`config.mk`:
```
export PLATFORM = sky130hd
export DESIGN_NAME = rtme_search
export DESIGN_NICKNAME = d
export VERILOG_FILES = /design/src/rtme_pkg.sv /design/src/rtme_search.sv
export SDC_FILE = /design/constraint.sdc
export NUM_CORES = 1
export LEC_CHECK = 0
export BUFFER_PORTS_ARGS = -buffer_cell sky130_fd_sc_hd__buf_2
export CORE_AREA = 2 2 426 428
export DETAILED_ROUTE_END_ITERATION = 8
export DIE_AREA = 0 0 428 430
export GPL_TIMING_DRIVEN = 1
export PLACE_DENSITY = 0.35
export SETUP_SLACK_MARGIN = 0.15
export SLEW_MARGIN = 20
export SYNTH_ARGS = -nofsm -noshare
export SYNTH_HDL_FRONTEND = slang
export SYNTH_SLANG_ARGS = --single-unit
```
`constraint.sdc`:
```
create_clock -name vclk -period 3.9
set_clock_uncertainty 0.05 [all_clocks]
set_input_delay 0.78 -clock vclk [all_inputs]
set_output_delay 0.78 -clock vclk [all_outputs]
set_load 0.02 [all_outputs]
```
`src/rtme_pkg.sv`:
```
// Package for the receive token matching engine.
// Holds field widths, default sizes, result status codes and the control state type.
// Used by the interfaces, the search unit and the top level.
package rtme_pkg;
	localparam int GATES_DEF   = 8;
	localparam int ENTRIES_DEF = 16;

	localparam int GATE_W   = 3;
	localparam int PROTO_W  = 8;
	localparam int SEQ_W    = 16;
	localparam int HANDLE_W = 8;
	localparam int KEY_W    = PROTO_W + SEQ_W;
	localparam int REQ_W    = HANDLE_W + KEY_W;
	localparam int TOK_W    = KEY_W;

	typedef enum logic [1:0] {
		ST_STORED  = 2'd0,
		ST_MATCHED = 2'd1,
		ST_DROPPED = 2'd2
	} status_t;

	typedef enum logic [1:0] {
		S_IDLE = 2'b01,
		S_PROC = 2'b10
	} ctrl_t;
endpackage

```
`src/rtme_search.sv`:
```
// Searches one gate's ordered store row for the oldest entry with an equal key,
// and builds the row with that entry removed and later entries moved down.
// Depends on rtme_pkg for the key width.
module rtme_search import rtme_pkg::*; #(
	parameter int ENTRIES = ENTRIES_DEF,
	parameter int W       = REQ_W,
	parameter int CW      = $clog2(ENTRIES + 1)
) (
	input  logic [ENTRIES-1:0][W-1:0] row,
	input  logic [CW-1:0]             cnt,
	input  logic [KEY_W-1:0]          key,
	output logic                      hit,
	output logic [W-1:0]              hit_entry,
	output logic [ENTRIES-1:0][W-1:0] compact
);
	logic [ENTRIES-1:0] match;
	logic [ENTRIES-1:0] upto;

	always_comb begin
		for (int j = 0; j < ENTRIES; j++) begin
			match[j] = (CW'(j) < cnt) && (row[j][KEY_W-1:0] == key);
		end
		upto[0] = match[0];
		for (int j = 1; j < ENTRIES; j++) begin
			upto[j] = upto[j-1] | match[j];
		end
		hit = upto[ENTRIES-1];
		hit_entry = '0;
		for (int j = 0; j < ENTRIES; j++) begin
			if (match[j] && (j == 0 || !upto[(j > 0) ? j - 1 : 0])) begin
				hit_entry = hit_entry | row[j];
			end
		end
		// Every entry at or after the first hit takes its successor's place.
		for (int j = 0; j < ENTRIES; j++) begin
			if (upto[j] && j < ENTRIES - 1) begin
				compact[j] = row[(j < ENTRIES - 1) ? j + 1 : j];
			end else begin
				compact[j] = row[j];
			end
		end
	end
endmodule

```
==> results of run 1 <==
[cell families after synthesis]
group,synth area share (%)
and+or+nand+nor,24.2
AOI/OAI and AO/OA,18.1
xor gates and xnor gates,21.9
muxes,27.3
buffers and inverters,8.50
[power groups by stage]
stage               Clock [µW]  Combinational (µW)  Sequential, µW
floorplan                    0                1180               0
global placement             0                3370               0
detailed placement           0                3350               0
CTS                          0                3590               0
global route          0.000726                3830               0
finish                 0.00152                3730               0
[area by class of cell]
cell class                 instances  share of cell area (%)
multi-input combinational       1918                    46.6
timing repair buffer            2039                    45.1
antenna                           44                   0.298
inverter                           4                  0.0406
tap                             2370                    8.02
[worst paths after layout]
kind | end | from | slack (ps) | cells after the start
worst max-delay path | compact[478] | cnt[4] | -870 | 12
worst min-delay path | compact[507] | row[507] | 1820 | 2
[synthesized netlist by cell type, types with 25 or more instances]
master and number:
a21oi_1 115, clkbuf_1 99, nor2_1 41, xnor2_1 177
nand4_1 51, nor4_1 60, a222oi_1 32, nand2_1 468
xor2_1 207, buf_2 50, nor3_1 34, nor2b_1 31
o21ai_0 78, a221oi_1 25, mux2_4 29, buf_4 65
mux2_2 320, a32oi_1 31
[critical path, cell delays in order]
cell and delay, ps:
buf_2 140, nor3_2 390, nand2_1 230, and4_1 270, nand4_2 150, and3_4 310, nand4_4 240, or4_4 630
buf_12 200, buf_16 150, mux2_4 300, buf_6 130
[through the flow]
stage	worst slack (ps)	utilization (%)	hold slack, ps	power (µW)	std cells
floorplan	-113	-	1610	1180	2158
global route	-875	20.5	1820	3830	6352
CTS	-779	18.9	1820	3590	6241
global placement	-1330	17.2	1820	3370	6183
finish	-874	20.6	1820	3730	6375
detailed placement	-1280	17.2	1820	3350	6183
[layer usage]
layer,share of wire (%),up-vias
li1,-,11400
met1,38,13200
met5,0.21,-
met2,51,1247
met4,4.4,80
met3,5.8,366
[timing repair]
item                                    4_1_cts  5_1_grt
endpoints found under the hold margin         0        0
hold buffers                                  0        0
cloned                                       18       22
endpoints found under the setup margin      513      508
buffers inserted                             40       68
gates resized for setup                     506      476
pin swaps                                    69       63
==> metrics.cfg, run 1 <==
[logic_synthesis]
synth.net_count=2699
seq_area_frac_synth_pct=0
synthTopCellsByArea=mux2_2 (23%), xor2_1 (12%), nand2_1 (11%), xnor2_1 (10%), a21oi_1 (3.7%)
yosys.area.top_type=mux2_2
netlist.area_leader.share_pct=23.5
syn_inst=2158
netlist_area_um2=15300
yosys_warnings=0
syn_area_per_cell_um2=7.11
yosysUniqueCellTypes=59

[finish]
seq_cell_count=0
syn_to_final_growth_pct=141
nClkBuffers=0
final_nets=4504
mostFrequentLayoutCell=buf_2
regArea_um2=0
multiInputGateArea_um2=17200
fillers=20200
final_cell_mix=buf_2 (850), buf_4 (755), nand2_1 (391)
fin_area_um2=37000
drive_gt1_share_pct=69.9

[die]
die_w_um=428
die_area_um2=184000
start_util_pct=8.54
io_pins=1086
core_area_um2=180000
fp-row-count=156
fp.dieH_um=430

[sta]
finalSetupTns_ps=-284120
worst_slew_pin_slew_ps=949
fin_ws_ps=-874
min_period_over_period_pct=122
finalHoldViolations=0
slew_violations=0
slew_headroom_pct=36.7
period_minus_slack_ps=4770
max_freq_mhz=209
rsz0062_at_grt=yes
setup_viol=471

[place]
portBuffers=1086
place_hpwl_um=207000
postPlaceCellArea_um2=30900
gp_congestion=0.942

[grt]
antenna_found_initial=115
grtUsageTotal_pct=23.8
first_global_vias=25900
grtUsageMet2_pct=44.2
grtUsageMet1_pct=27.4
use_met3_pct=4.22
busiest_layer=met2
gr-total-overflow=0
grt_pass1_wl_um=287000
grt_max_degree=53

[power_and_ir_drop]
clockPowerShare_pct=0
seqPwrFrac_pct=0
comb_power_share_pct=100.0
switching_share_pct=58.1
power.internal_uw=1560
power.density_nw_per_um2=101
p_leak_uw=0.0166
ir_worst_vdd_v=0.0000397
power.switching_uw=2170

[worst_setup_path]
cp.required_ps=3070
crit_path_start_kind=primary input
crit_path_end_kind=primary output
crit_type=in -> out
cp_max_fo=7
critPathArrivalTime_ps=3940

[run_status]
violations=setup timing
status=complete, but fails checks

[hold_path]
min_path_type=in -> out

[route]
via_count=26300
drc=0
drt-initial-drc-count=2179
ant_nets=0
dr.pass1.iters=8
avgRoutedWirePerCell_um=37.3
routed_wl_um=238000
via_per_inst=4.12

[flow_run]
cap_viol_max_count=0

(Power assumes the default switching activity.)
==> run 2: changes to the inputs <==
--- a/config.mk
+++ b/config.mk
@@ -9,7 +9,7 @@
 export CORE_AREA = 2 2 426 428
 export DETAILED_ROUTE_END_ITERATION = 8
 export DIE_AREA = 0 0 428 430
-export GPL_TIMING_DRIVEN = 1
+export GPL_TIMING_DRIVEN = 0
 export PLACE_DENSITY = 0.35
 export SETUP_SLACK_MARGIN = 0.15
 export SLEW_MARGIN = 20
==> metrics.cfg, run 2 (synthesis gave the netlist of run 1 again) <==
[place]
dp_slack_ps=-2360  ; -1080 ps
place_hpwl_um=207000  ; -0.14%
portBuffers=1059  ; -2.5%
postPlaceCellArea_um2=25000  ; -19%
gp_congestion=0.937  ; -0.54%

[finish]
final_nets=3964  ; -12%
regArea_um2=0  ; unchanged
final_cell_mix=buf_2 (801), nand2_1 (378), buf_6 (268)
seq_cell_count=0  ; unchanged
fin_area_um2=33500  ; -9.4%
nClkBuffers=0  ; unchanged
mostFrequentLayoutCell=buf_2
drive_gt1_share_pct=68.0  ; -1.9 points
syn_to_final_growth_pct=118

[sta]
fin_ws_ps=-753  ; +121 ps
period_minus_slack_ps=4650  ; -121 ps
finalHoldViolations=0  ; unchanged
slew_headroom_pct=39.3  ; +2.6 points
worst_slew_pin_slew_ps=911  ; -38.3 ps
max_freq_mhz=215  ; +2.6%
rsz0062_at_grt=yes
slew_violations=0  ; unchanged
setup_viol=507  ; +7.6%
min_period_over_period_pct=119  ; -3.1 points

[die]
core_area_um2=180000  ; unchanged
start_util_pct=8.54  ; unchanged
fp-row-count=156  ; unchanged
die_area_um2=184000  ; unchanged
io_pins=1086  ; unchanged
die_w_um=428  ; unchanged
fp.dieH_um=430  ; unchanged

[route]
routed_wl_um=240000  ; +0.88%
ant_nets=0  ; unchanged
avgRoutedWirePerCell_um=41.2  ; +11%
drc=0  ; unchanged
via_per_inst=4.25  ; +3.1%
dr.pass1.iters=8  ; unchanged
drt-initial-drc-count=1944  ; -11%
via_count=24700  ; -6.0%

[worst_setup_path]
cp.required_ps=3070  ; about the same
critPathArrivalTime_ps=3820  ; -120 ps
crit_type=in -> out
crit_path_end_kind=primary output
crit_start=row[83]
cp_max_fo=5  ; -2
crit_path_start_kind=primary input

[grt]
grt_max_degree=11  ; -79%
grtUsageTotal_pct=24.3  ; +0.50 points
grt_pass1_wl_um=288000  ; +0.36%
antenna_found_initial=101  ; -12%
first_global_vias=23700  ; -8.2%
gr-total-overflow=0  ; unchanged

[run_status]
violations=setup timing
status=complete, but fails checks

[hold_path]
min_path_type=in -> out
hold_start=row[316]

[power_and_ir_drop]
ir_worst_vdd_v=0.0000529  ; +33%
power.density_nw_per_um2=97.8  ; -2.9%
p_leak_uw=0.0143  ; -14%

[flow_run]
cap_viol_max_count=0  ; unchanged

[run 2: cell count changes in the layout (fill, tap and decap cells not counted), moves of 22 or more]
cell and delta:
buf_4 -563, buf_2 -49, buf_12 -39, clkbuf_2 +25
o21ai_0 -24, diode_2 -22
[run 2: final cells by class]
cell class	count	area [µm²]
Antenna cell	22	55.1
Fill cell	20300	146000
Tap cell	2370	2970
Buffer	237	3040
Inverter	4	15.0
Multi-Input combinational cell	1917	18000
Timing Repair Buffer	1263	9450
[run 2: path summary, 6_finish.rpt]
kind / to / slack [ps] / cells past startpoint
setup / recovery: compact[431] / -750 / 15
hold / removal: compact[316] / 1870 / 3
[run 2: what timing repair did]
action | CTS | global route
endpoints found under the hold margin | 0 | 0
pin swaps | 83 | 109
resized for setup | 981 | 653
setup endpoints to repair | 513 | 507
hold buffers | 0 | 0
setup buffers | 97 | 67
cloned | 14 | 23
[run 2: critical path: stages]
cell,delay (ps)
buf_2,160
xnor2_2,270
nand4_1,280
or4_4,610
buf_8,140
and3_4,180
buf_12,130
and3_4,150
clkbuf_16,160
nand3_4,90
buf_12,160
buf_12,110
buf_16,130
mux2_4,310
buf_6,130
[run 2: where the power goes]
part	internal [µW]	switching (µW)	leakage [µW]
combinational	1210	2070	0.0143
clock	0.000513	0	0.000000136
sequential	0	0	0
total	1210	2070	0.0143
[run 2: per-stage QoR]
stage                     hold WS (ps)  setup TNS, ps  utilization [%]  power, µW  instances
after global routing              1870        -267990             18.6       3340       5800
after global placement            1890        -774300             13.8       2800       5587
final                             1870        -257800             18.7       3280       5813
after CTS                         1870        -259270             16.7       3070       5701
after floorplan                   1610         -14090                -       1180       2158
after detailed placement          1890        -746970             13.9       2800       5590
[run 2: metal layers]
layer / up-vias / wire length [µm] / track usage (%)
met1: 12500 / 85900 / 26.4
met3: 405 / 16100 / 5.47
met5: - / 594 / 0
met4: 96 / 13600 / 8.96
met2: 1348 / 124000 / 45.8
li1: 10300 / - / -
